[src/hdl/kci_pkg.sv]
`default_nettype none

package kci_pkg;

  localparam int VAL_W     = 32;
  localparam int CFG_IDX_W = 3;

  typedef logic signed [VAL_W-1:0] val_t;

  localparam val_t VAL_MAX = {1'b0, {(VAL_W-1){1'b1}}};
  localparam val_t VAL_MIN = {1'b1, {(VAL_W-1){1'b0}}};

  typedef enum logic [CFG_IDX_W-1:0] {
    REG_MODE        = 3'd0,
    REG_START_TIME  = 3'd1,
    REG_END_TIME    = 3'd2,
    REG_START_VALUE = 3'd3,
    REG_END_VALUE   = 3'd4,
    REG_CTRL1_VALUE = 3'd5,
    REG_CTRL2_VALUE = 3'd6
  } cfg_reg_t;

  localparam logic [1:0] MODE_HOLD   = 2'd0;
  localparam logic [1:0] MODE_LINEAR = 2'd1;
  localparam int         MODE_CURVE_BIT = 1;

  // per-item control flags carried alongside the data
  typedef struct packed {
    logic byp;       // result is a keyframe value, not interpolated
    logic pick_end;  // keyframe value is end_value (else start_value)
  } ctl_t;

endpackage

`default_nettype wire

[src/hdl/kci_lerp.sv]
`default_nettype none

// y = sat(a + round((b - a) * t / 2^FRAC_BITS)), ties toward +inf. Two stages.
module kci_lerp #(
  parameter int FRAC_BITS = 16
) (
  input  wire logic                 clk,
  input  wire logic                 en,
  input  wire kci_pkg::val_t        a,
  input  wire kci_pkg::val_t        b,
  input  wire logic [FRAC_BITS-1:0] t,
  output kci_pkg::val_t             y
);
  import kci_pkg::*;

  localparam int PW    = VAL_W + FRAC_BITS + 2;
  localparam int SUM_W = VAL_W + 4;
  localparam logic signed [PW:0] HALF = (PW+1)'(1) << (FRAC_BITS - 1);

  logic signed [VAL_W:0]     diff;
  logic signed [FRAC_BITS:0] tt;
  logic signed [PW-1:0]      prod_r;
  val_t                      a_r;
  logic signed [PW:0]        rnd;
  logic signed [VAL_W+2:0]   sh;
  logic signed [SUM_W-1:0]   sum;
  val_t                      y_nxt;
  val_t                      y_r;

  assign diff = $signed({b[VAL_W-1], b}) - $signed({a[VAL_W-1], a});
  assign tt   = $signed({1'b0, t});

  always_ff @(posedge clk) begin
    if (en) begin
      prod_r <= PW'(diff) * PW'(tt);
      a_r    <= a;
    end
  end

  assign rnd = $signed({prod_r[PW-1], prod_r}) + HALF;
  assign sh  = rnd[PW:FRAC_BITS];  // floor by arithmetic shift
  assign sum = SUM_W'(a_r) + SUM_W'(sh);

  always_comb begin
    if (sum[SUM_W-1:VAL_W-1] == '0 || sum[SUM_W-1:VAL_W-1] == '1) begin
      y_nxt = sum[VAL_W-1:0];
    end else if (sum[SUM_W-1]) begin
      y_nxt = VAL_MIN;
    end else begin
      y_nxt = VAL_MAX;
    end
  end

  always_ff @(posedge clk) begin
    if (en) begin
      y_r <= y_nxt;
    end
  end

  assign y = y_r;

endmodule

`default_nettype wire

[config.mk]
export PLATFORM = sky130hd
export DESIGN_NAME = kci_lerp
export DESIGN_NICKNAME = d
export VERILOG_FILES = /design/src/hdl/kci_pkg.sv /design/src/hdl/kci_lerp.sv
export SDC_FILE = /design/constraint.sdc
export NUM_CORES = 2
export LEC_CHECK = 0
export ABC_AREA = 1
export ABC_CLOCK_PERIOD_IN_PS = 10100
export BUFFER_PORTS_ARGS = -buffer_cell sky130_fd_sc_hd__buf_4
export CORE_UTILIZATION = 55
export CTS_CLUSTER_DIAMETER = 150
export DETAILED_ROUTE_END_ITERATION = 16
export GPL_ROUTABILITY_DRIVEN = 0
export PLACE_DENSITY = 0.72
export SETUP_SLACK_MARGIN = 0.05
export SKIP_LAST_GASP = 1
export SLEW_MARGIN = 20
export SYNTH_ARGS = -nofsm -noshare
export SYNTH_HDL_FRONTEND = slang
export SYNTH_SLANG_ARGS = --single-unit
export TNS_END_PERCENT = 30
[constraint.sdc]
create_clock -name clk -period 10.1 [get_ports clk]
set_input_delay 0.505 -clock clk [delete_from_list [all_inputs] [get_ports clk]]
set_output_delay 0.505 -clock clk [all_outputs]
set_load 0.005 [all_outputs]
Word-level counts from Yosys, hierarchy flattened
Cells that the tools add are included.
{"block": "totals", "regBits": 114, "inputBits": 82, "out_inout_bits": 32, "wordCells": 12}
{"block": "classes", "add_sub_neg": 3, "multipliers": 1, "eq_ne": 1, "muxes": 2, "n_reduce_logical": 2}
{"cell": "32-bit 2-to-1 mux", "n": 2}
{"cell": "50-bit by 17-bit adder with 51-bit output (second input constant)", "n": 1}
{"cell": "33-bit by 17-bit multiplier with 50-bit output", "n": 1}
{"cell": "32-bit by 35-bit adder with 36-bit output", "n": 1}
{"cell": "32-bit by 32-bit subtractor with 33-bit output", "n": 1}
{"cell": "5-bit == test (second input constant)", "n": 1}
{"cell": "5-bit logical NOT", "n": 1}
{"cell": "1-bit logical OR", "n": 1}

Depth between registers and ports, before layout
{"block": "depth", "ltp_word": 5, "depth_mapped": 41}

Least setup slack after synthesis
OpenSTA, ideal clock, no wires.
{"block": "synth_path", "path_type": "input port to flip-flop", "from": "in b[0]", "to": "reg prod_r[46], data pin", "setup_ns": 0.259, "arrival_time_ns": 6.925, "t_required_ns": 9.841, "slack_ns": 2.916, "path_stages": 36, "cell_sequence": "inv_1 -> ha_1 -> inv_1 -> fa_1 -> nand2_1 -> nand2_1 -> nand2_1 -> nand2_2 -> a21oi_4 -> o21bai_2 -> nand2_1 -> nand2_1 -> nand3_1 -> nand3_2 -> nand2_4 -> nor2_1 -> fa_1 -> inv_1 -> fa_1 -> inv_1 -> fa_1 -> fa_1 -> fa_1 -> inv_1 -> fa_1 -> inv_1 -> ha_1 -> a21oi_1 -> inv_1 -> nor2_1 -> nor2_1 -> nor2_1 -> o21ai_0 -> a31oi_1 -> nand3_1 -> xor2_1"}
{"block": "synth_via", "elab_chain_len": 2}
{"element": "start, declared", "line": "kci_lerp.sv:10", "text": "input wire kci_pkg::val_t b,"}
{"element": "32-bit by 32-bit subtractor with 33-bit output", "line": "kci_lerp.sv:30", "text": "assign diff = $signed({b[VAL_W-1], b}) - $signed({a[VAL_W-1], a});"}
{"element": "33-bit by 17-bit multiplier with 50-bit output", "line": "kci_lerp.sv:35", "text": "prod_r <= PW'(diff) * PW'(tt);"}
{"element": "end signal, assigned", "line": "kci_lerp.sv:35"}
{"element": "end, declared", "line": "kci_lerp.sv:22", "text": "logic signed [PW-1:0] prod_r;"}
No other way between the ends.
A chain may end at the register's enable or synchronous reset.

Final worst setup path
{"block": "layout_path", "from": "in b[0]", "to": "reg prod_r[49], data pin"}
Same word-level chain as after synthesis.

==> metrics.cfg <==
[synthesis]
synth_top_cells_by_area = fa_1 37%, inv_1 12%, edfxtp_1 11%, nand2_1 9.6%, ha_1 8.5%
syn-cell-area_mm2 = 0.0273
ys_seq_elements = 99
async_flop_share = 0
syn_nets = 4247
ys.flop_type = edfxtp_1
synthDistinctLibCells = 52
synth_top_area_frac = 0.369
yosysWarningCount = 0
yosysTopAreaCell = fa_1
syn_inst = 3477
synth_edf_count = 99
synthMostInstantiatedCell = inv_1
yosysSeqAreaShare = 0.109
synth_common_cells = 866 x inv_1, 694 x nand2_1, 503 x fa_1
syn_area_per_cell_um2 = 7.84

[worst_setup_path]
worstPathArrival_ns = 8.50
critical_path_required_ns = 10.21
critical_path_class = primary input to flip-flop
slowest_stage = fa_1
critPathMaxFanout = 9
crit_top_cell = fa_1
slowest_delay_ns = 0.74
critPathLaunchType = primary input
reg2reg_from = prod_r[15]
critPathCaptureType = flip-flop
startpoint = b[0]

[timing]
period_needed_ns = 8.39
rsz0062_at_grt = no
drv_slew = 0
fin_crit_sh = 0.830
clock_skew_ns = 0.0179
relSlewSlack = 0.237
tightest_slew_ns = 1.14
tns_ns = 0
setup_viol_count_final = 0
clock.fmax_mhz = 119
hold_viol_final = 0

[global_routing]
grt_antenna_before_repair = 1
grt_pass1_vias = 23800
grtUsageTotal = 0.324
grt_max_degree = 61
overflow = 0
grt_first_pass_wirelength_mm = 125

[route]
via_count = 22800
first_pass_iters = 6
route.detailed.drc = 0
viasPerCell = 5.43
wl_per_cell_um = 18.8
detail-route-antenna-nets = 0
wl_mm = 78.8
drt_iter0_drc = 1818

[floorplan]
die-area_mm2 = 0.0505
io_pins = 114
die_h_um = 225
initial_core_util = 0.557
num_rows = 81
die_w_um = 225
core-area_mm2 = 0.0490

[clock_network]
cts_made_buffers = 9
cts_resized = 0
htreeDepth = 3
root_buffer = clkbuf_16
cts_setup_buffers = 0
ctsHoldBuffers = 0
cts_buffer_depth = 2
clock_latency_ns = 0.38
clk_transition_reported_paths_ns = 0.08
cts_sinks = 99
cts_tree = done

[layout]
n_antenna_cell = 0
areaGrowthSynthToFinish_pct = 6.04
final_nets = 4297
drive_above_1_share = 0.0685

[run_status]
status = finished clean

[hold_path]
hp-start = a[14]
holdCritPathClass = primary input to flip-flop

[placed_design]
numPortBuffers = 113
hpwl_mm = 65.9

[run]
drv_cap = 0

[layout make-up]
cell class	count	area, um2
Timing Repair Buffer	125	938
Clock inverter	6	41.3
Tap cell	664	831
Inverter	879	3300
Sequential cell	99	2970
Clock buffer	10	229
Fill cell	4481	20000
Multi-Input combinational cell	2413	20600
[critical path: cells and delay by family]
family / cells / cell delay, ns
adders and majority gates: 9 / 4.13
and+or+nand+nor: 11 / 1.54
AOI/OAI and AO/OA: 6 / 1.35
buffers and inverters: 7 / 0.75
xor gates and xnor gates: 1 / 0.20
[cells by family after synthesis]
kind of cell,after synthesis,share of synthesized area
compound gates,266,0.0561
buf+inv,965,0.136
flops,99,0.109
fa+ha+maj,688,0.454
xor+xnor,108,0.0355
simple gates,1351,0.210
[per-layer routing]
metal  share of wire  global-route usage
met1            0.39               0.411
met2            0.47               0.547
met3           0.096              0.0617
met4           0.042               0.130
met5               0                   0
[state kept, by name, indices dropped and copies added (netlist names)]
signal  count
prod_r     35
a_r        32
y          32
[per-stage QoR]
step | worst slack [ns] | util | hold WS [ns] | std cells | instance area, um2
detailed placement | 1.45 | 0.585 | 0.698 | 4180 | 28700
floorplan | 2.92 | - | 0.604 | 3477 | 27300
finish | 1.71 | 0.591 | 0.319 | 4196 | 28900
CTS | 1.87 | 0.591 | 0.318 | 4196 | 28900
global placement | 1.46 | 0.585 | 0.696 | 4180 | 28700
global route | 1.41 | 0.591 | 0.320 | 4196 | 28900
[final timing paths]
kind / slack, ns / endpoint / cells past startpoint
max: 1.71 / prod_r[49] / 34
min: 0.32 / a_r[14] / 1
max reg2reg: 5.28 / y[1] / 24
min reg2reg: 0.73 / y[0] / 5
[cells in the final DEF (no fill, tap or decap), drive strengths merged, types with 3 or more instances in the layout]
cell / instances
a211oi: 4
a21boi: 5
a21o: 13
a21oi: 126
a31oi: 20
and3: 3
buf: 125
clkbuf: 10
clkinv: 9
edfxtp: 99
fa: 503
ha: 185
inv: 874
nand2: 712
nand3: 149
nand3b: 6
nand4: 16
nor2: 355
nor3: 36
nor4: 10
o211ai: 4
o21a: 8
o21ai: 67
o21bai: 16
or2: 60
xnor2: 36
xor2: 72
Power is left out: the tool's default activity adds up to more than one toggle a clock period on the data nets, which glitch-free logic cannot reach.
