## config.mk

```make
export PLATFORM = sky130hd
export DESIGN_NAME = kci_div
export DESIGN_NICKNAME = d
export VERILOG_FILES = /design/src/hdl/kci_pkg.sv /design/src/hdl/kci_div.sv
export SDC_FILE = /design/constraint.sdc
export NUM_CORES = 2
export LEC_CHECK = 0
export BUFFER_PORTS_ARGS = -buffer_cell sky130_fd_sc_hd__buf_2
export CORE_MARGIN = 4
export CORE_UTILIZATION = 34
export CTS_CLUSTER_SIZE = 40
export DETAILED_ROUTE_END_ITERATION = 16
export PLACE_DENSITY = 0.49
export SYNTH_ARGS = -nofsm -noshare
export SYNTH_HDL_FRONTEND = slang
export SYNTH_SLANG_ARGS = --single-unit
```

## constraint.sdc

```tcl
create_clock -name clk -period 5.6 [get_ports clk]
set_clock_uncertainty 0.05 [all_clocks]
set_input_delay 1.12 -clock clk [delete_from_list [all_inputs] [get_ports clk]]
set_output_delay 1.12 -clock clk [all_outputs]
set_load 0.05 [all_outputs]
```

## src/hdl/kci_pkg.sv

```systemverilog
`default_nettype none

package kci_pkg;

  localparam int VAL_W     = 32;
  localparam int CFG_IDX_W = 3;

  typedef logic signed [VAL_W-1:0] val_t;

  localparam val_t VAL_MAX = {1'b0, {(VAL_W-1){1'b1}}};
  localparam val_t VAL_MIN = {1'b1, {(VAL_W-1){1'b0}}};

  typedef enum logic [CFG_IDX_W-1:0] {
    REG_MODE        = 3'd0,
    REG_START_TIME  = 3'd1,
    REG_END_TIME    = 3'd2,
    REG_START_VALUE = 3'd3,
    REG_END_VALUE   = 3'd4,
    REG_CTRL1_VALUE = 3'd5,
    REG_CTRL2_VALUE = 3'd6
  } cfg_reg_t;

  localparam logic [1:0] MODE_HOLD   = 2'd0;
  localparam logic [1:0] MODE_LINEAR = 2'd1;
  localparam int         MODE_CURVE_BIT = 1;

  // per-item control flags carried alongside the data
  typedef struct packed {
    logic byp;       // result is a keyframe value, not interpolated
    logic pick_end;  // keyframe value is end_value (else start_value)
  } ctl_t;

endpackage

`default_nettype wire

```

## src/hdl/kci_div.sv

```systemverilog
`default_nettype none

// Pipelined restoring divider: quo = floor(num * 2^FRAC_BITS / den), for num < den.
// One quotient bit per stage, FRAC_BITS stages.
module kci_div #(
  parameter int FRAC_BITS = 16
) (
  input  wire logic                      clk,
  input  wire logic                      en,
  input  wire logic [kci_pkg::VAL_W-1:0] num,
  input  wire logic [kci_pkg::VAL_W-1:0] den,
  output logic      [FRAC_BITS-1:0]      quo
);
  import kci_pkg::*;

  logic [VAL_W-1:0]     rem_r [FRAC_BITS-1];
  logic [FRAC_BITS-1:0] quo_r [FRAC_BITS];

  for (genvar j = 0; j < FRAC_BITS; j++) begin : g_stage
    logic [VAL_W-1:0]     rem_in;
    logic [FRAC_BITS-1:0] quo_in;
    logic [VAL_W:0]       sh;
    logic [VAL_W+1:0]     dif;
    logic                 ge;

    if (j == 0) begin : g_first
      assign rem_in = num;
      assign quo_in = '0;
    end else begin : g_next
      assign rem_in = rem_r[j-1];
      assign quo_in = quo_r[j-1];
    end

    assign sh  = {rem_in, 1'b0};
    assign dif = {1'b0, sh} - {2'b00, den};
    assign ge  = !dif[VAL_W+1];

    always_ff @(posedge clk) begin
      if (en) begin
        quo_r[j] <= {quo_in[FRAC_BITS-2:0], ge};
      end
    end

    if (j < FRAC_BITS - 1) begin : g_rem
      always_ff @(posedge clk) begin
        if (en) begin
          rem_r[j] <= ge ? dif[VAL_W-1:0] : sh[VAL_W-1:0];
        end
      end
    end
  end

  assign quo = quo_r[FRAC_BITS-1];

endmodule

`default_nettype wire

```

# [Word-level counts from Yosys, hierarchy flattened]
# Memories as Yosys holds them, arrays and structs flattened.
# Index checks and enable logic that the tools add are counted.
[word_totals] reg_bits=0 ramBits=736 memories=2
[classes] n_addsub=16 mux=17 n_reduce_logical=16
[memory_table] memory="rem_r" depth=15 word_bits=32 read_ports=15 rd_ports_with_merged_regs=0 wr=15 line_no="kci_div.sv:16" source="logic [VAL_W-1:0] rem_r [FRAC_BITS-1];"
[memory_table] memory="quo_r" depth=16 word_bits=16 read_ports=16 rd_ports_with_merged_regs=0 wr=16 line_no="kci_div.sv:17" source="logic [FRAC_BITS-1:0] quo_r [FRAC_BITS];"
[op_table] cell="$sub 33x32->34" count=16
[op_table] cell="$mux 32" count=15
[op_table] cell="$logic_not 1->1" count=16
[op_table] cell="$mux 1" count=2

# [Depth between registers and ports, before layout]
# An unclocked memory read counts as a cell.
[depth] depth_word=3 ltp_mapped=15 depth_no_buf=12

# [Worst setup path after synthesis]
# Ideal clock, no wire load.
[synth_timing] path_type="input to register" start="input port den[1] (netlist name)" end="memory rem_r[1][3] (netlist: rem_r[0][35]) (data pin)" setup_time_ps=260 t_arrival_ps=4776 required_time_ps=5290 setup_slack_ps=515 cell_stages=13 path_cell_list="inv_1 > ha_1 > nor2b_1 > o2111a_1 > o311ai_1 > a211o_2 > a31oi_2 > a31o_2 > a41oi_2 > a211oi_2 > a211oi_4 > buf_6 > mux2_2"
[synth_rtl] element="start: declaration" line_no="kci_div.sv:11" source="input wire logic [kci_pkg::VAL_W-1:0] den,"
[synth_rtl] element="end: declaration" line_no="kci_div.sv:16"

==> results.md <==
- Result of the run: complete, no violations
- Worst Hold Slack: between 0.3 and 0.4 ns
- Total wire length: approximately 130000 um
- Maximum count of clock buffers along a single path: 3
- Clock tree from TritonCTS: yes
- Length in cells of the worst reg-to-reg path: 11
- Largest fanout on the critical path: 30
- Detailed-route vias per instance: between 5 and 6
- Detailed placement HPWL: 93420 um
- Slowest stage delay, CP: 0.72 ns
- Leak pwr: 0.02178 uW
- Layout cell share with drive strength beyond 1: between 10 and 15%
- Clk sinks: 616
- Synth top cells by count: 616 x edfxtp_1, 496 x ha_1, 456 x a21oi_1
- Detail Route Antenna Nets: 0
- Min Tclk post-route: 4.862 ns
- Most instantiated flip-flop cell in the synthesis netlist: edfxtp_1
- Antenna violations before repair: 3
- # H-tree levels: 3
- Most used standard cell by instance count after synthesis: edfxtp_1
- Final setup fails: 0
- Cts repair resizes: 0
- Routed via count: about 35000
- Slew at the pin with the worst max-slew slack: 1.047 ns
- Number of buffers and inverters on the critical path: 4
- Worst hold path endpoint: quo_r[1][1]$_DFFE_PP_
- Number of synthesis warnings: 0
- Library cell with the largest summed area after synthesis: edfxtp_1
- Number of diodes: 0
- Critical path arrival: about 5.2 ns
- Hold-fix buffers, CTS: 0
- Post-Synthesis Cell Area: about 48000 sq um
- Max Fclk: around 210 MHz
- Initial DRC Count: 1684
- Launch point of the worst hold path: quo_r[0][112]$_DFFE_PP_
- Number of cells on the worst hold path: 0
- Data required time at the worst endpoint: roughly 6.0 ns
- Class of the tightest hold or removal check: reg2reg
- Cells after synthesis: around 4600
- Placement row count: 137
- Count of TritonRoute iterations in the first routing pass: 5
- Total Die Area: about 150000 sq um
- Hold Violations, Final: 0
- Clock root buffer master: clkbuf_16
- Largest delay contributor family on the critical path: compound AO/OA/AOI/OAI gates
- Master of the slowest instance on the critical path: o21bai_4
- Worst slew margin relative to its limit: roughly 28%
- GR Overflow Total: 0
- R2R setup slack: roughly 1.3 ns
- Total design power: 33110 uW
- Pin count of the biggest net entering global routing: 102
- Wire length of the first global-routing pass: 198400 um
- Launch instance of the worst register-to-register path: rem_r[1][113]$_DFFE_PP_
- Placeable core region: between 100000 and 150000 sq um
- Width of the die: 382.3 um
- Syn avg cell area: 10.45 sq um
- Yosys top cell area share: 38.83%
- Endpoint of the worst-slack reg-to-reg timing path: rem_r[1][140]$_DFFE_PP_
- Number of primary I/O pins: 82
- Fin nets: 5307
- Detailed-route DRC error count: 0
- Final Wtd Congestion: 0.8793
- Relative area change from synthesis to final layout: 12.96%
- Fill cell instance count of the final layout: 13720
- Sequential Area: roughly 18000 sq um
- Power density over the cells: 615.2 nW/um^2
- Sequential element share of the synthesized area: between 30% and 40%
- Starting Density: 34.18%
- Unrepaired setup endpoints after global routing: no
- Latest clock arrival within the worst-skew pair: roughly 0.68 ns
- Area of placed instances: 51210 sq um
- Setup Fix Bufs, Post-CTS: 0
- Via count of the first global-routing pass: approximately 37000
- Worst path cell trace: buf_2 -> inv_1 -> buf_4 -> ha_1 -> nand4_1 -> nor4_1 -> o211ai_1 -> o2111ai_1 -> buf_4 -> nand2_1 -> o2111ai_1 -> a21oi_1 -> o21bai_4 -> mux2_2
- Clock-pin transition on the worst setup and hold timing paths: around 0.060 ns
- Post-synthesis async set-or-reset flop share: 0%
- Post-route cell area: ~54000 sq um
- Top cells by area in the synthesized netlist: edfxtp_1 39%, ha_1 13%, mux2_2 6.0%
- Synthesis-stage register bit count: 616
- Count of flip-flops with a built-in enable after synthesis: a little over 600
- Syn nets: 5134
- Total track usage: roughly 17%
- Wire length per cell after detailed routing: 18.75 um
- Peak VDD IR: 0.3261 mV
- Ratio of final minimum period to clock period: between 80 and 90%
- Critical Path End Type: flip-flop
- Area taken by multi-input logic gates: around 28000 sq um
- Maxcap violations: 0
- Number of pins with negative max-slew slack in the final report: 0
- Number of I/O port buffers: a little over 80
- Number of buffers created by CTS: between 80 and 90
- Worst Setup Path Type: in2reg
- Post-synthesis cell type count: 100
- Die height: 382.3 um
- Nature of the critical path startpoint: primary input
==> cell type report <==
| cell class | count | share of cell area, % |
|---|---|---|
| clock buffer | 102 | 4.071 |
| tap | 1876 | 4.362 |
| timing repair buffer | 212 | 3.320 |
| clock inverter | 43 | 0.7696 |
| inverter | 129 | 0.8998 |
| sequential | 616 | 34.37 |
| multi-input combinational | 3690 | 52.21 |
==> registers in the layout, indices dropped and copies added (netlist names) <==
| register | cells |
|---|---|
| rem_r | 480 |
| quo_r | 136 |
==> power breakdown <==
part / internal [uW] / leakage (uW) / switching, uW
Clock: 3120 / 0.00126 / 2100
Combinational: 9050 / 0.0145 / 9680
Sequential: 8100 / 0.00601 / 1050
==> stage by stage <==
stage / setup WS (ns) / instances / setup TNS, ns / util, %
after global placement: -0.09079 / 6523 / -0.8997 / 36.75
final: 0.7379 / 6668 / 0 / 38.62
after global routing: 0.4665 / 6668 / 0 / 38.62
after floorplan: 0.5146 / 4557 / 0 / -
after detailed placement: -0.1315 / 6523 / -1.727 / 36.75
after CTS: 0.6103 / 6668 / 0 / 38.62
==> placed cells by master, fill, tap and decap left out, types with 64 or more instances in the layout <==
cell       count
inv_1        127
ha_1         496
o21ai_0      265
buf_2         80
mux2_2       255
clkbuf_16     85
xor2_1       158
a21o_1       257
o21a_1        64
nor2_1       291
nand2_1      268
xnor2_1      242
buf_4        100
nand3_1       91
edfxtp_1     616
a21oi_1      456
==> metal layers <==
metal  track usage [%]  routed length [um]  vias up
li1                  -                   -    17818
met2             31.02               62750      490
met1             20.56               54660    16984
met4             5.350                4014        0
met3             2.179                3588      200
met5                 0                   0        -
==> kinds of logic (layout without fill, tap and decap cells) <==
logic type / count (synthesis) / in the layout / share of synthesized area [%]
AOI/OAI and AO/OA: 1468 / 1468 / 20.02
and+or+nand+nor: 990 / 990 / 9.833
xor gates and xnor gates: 400 / 400 / 7.354
adders and majority gates: 511 / 511 / 13.66
DFF: 616 / 616 / 38.83
muxes: 321 / 321 / 7.976
buffers and inverters: 251 / 486 / 2.332
==> how the worst max path moves through the flow <==
stage	from	endpoint	slack [ns]	cells past startpoint
CTS	den[11]	rem_r[1][140]$_DFFE_PP_	0.61	14
floorplan	den[1]	rem_r[0][35]$_DFFE_PP_	0.51	13
detailed placement	den[11]	rem_r[1][133]$_DFFE_PP_	-0.13	14
finish	den[11]	rem_r[1][140]$_DFFE_PP_	0.74	14
global placement	den[11]	rem_r[1][133]$_DFFE_PP_	-0.09	14
global route	den[11]	rem_r[1][151]$_DFFE_PP_	0.47	14
==> worst reg2reg max path, delay by kind of cell, from the launching register on <==
kind	cells	cell delay (ns)
compound gates	5	1.72
simple gates	3	0.84
mux	1	0.45
fa+ha+maj	1	0.43
flops	1	0.40
buf+inv	1	0.18
(Power assumes the default switching activity.)
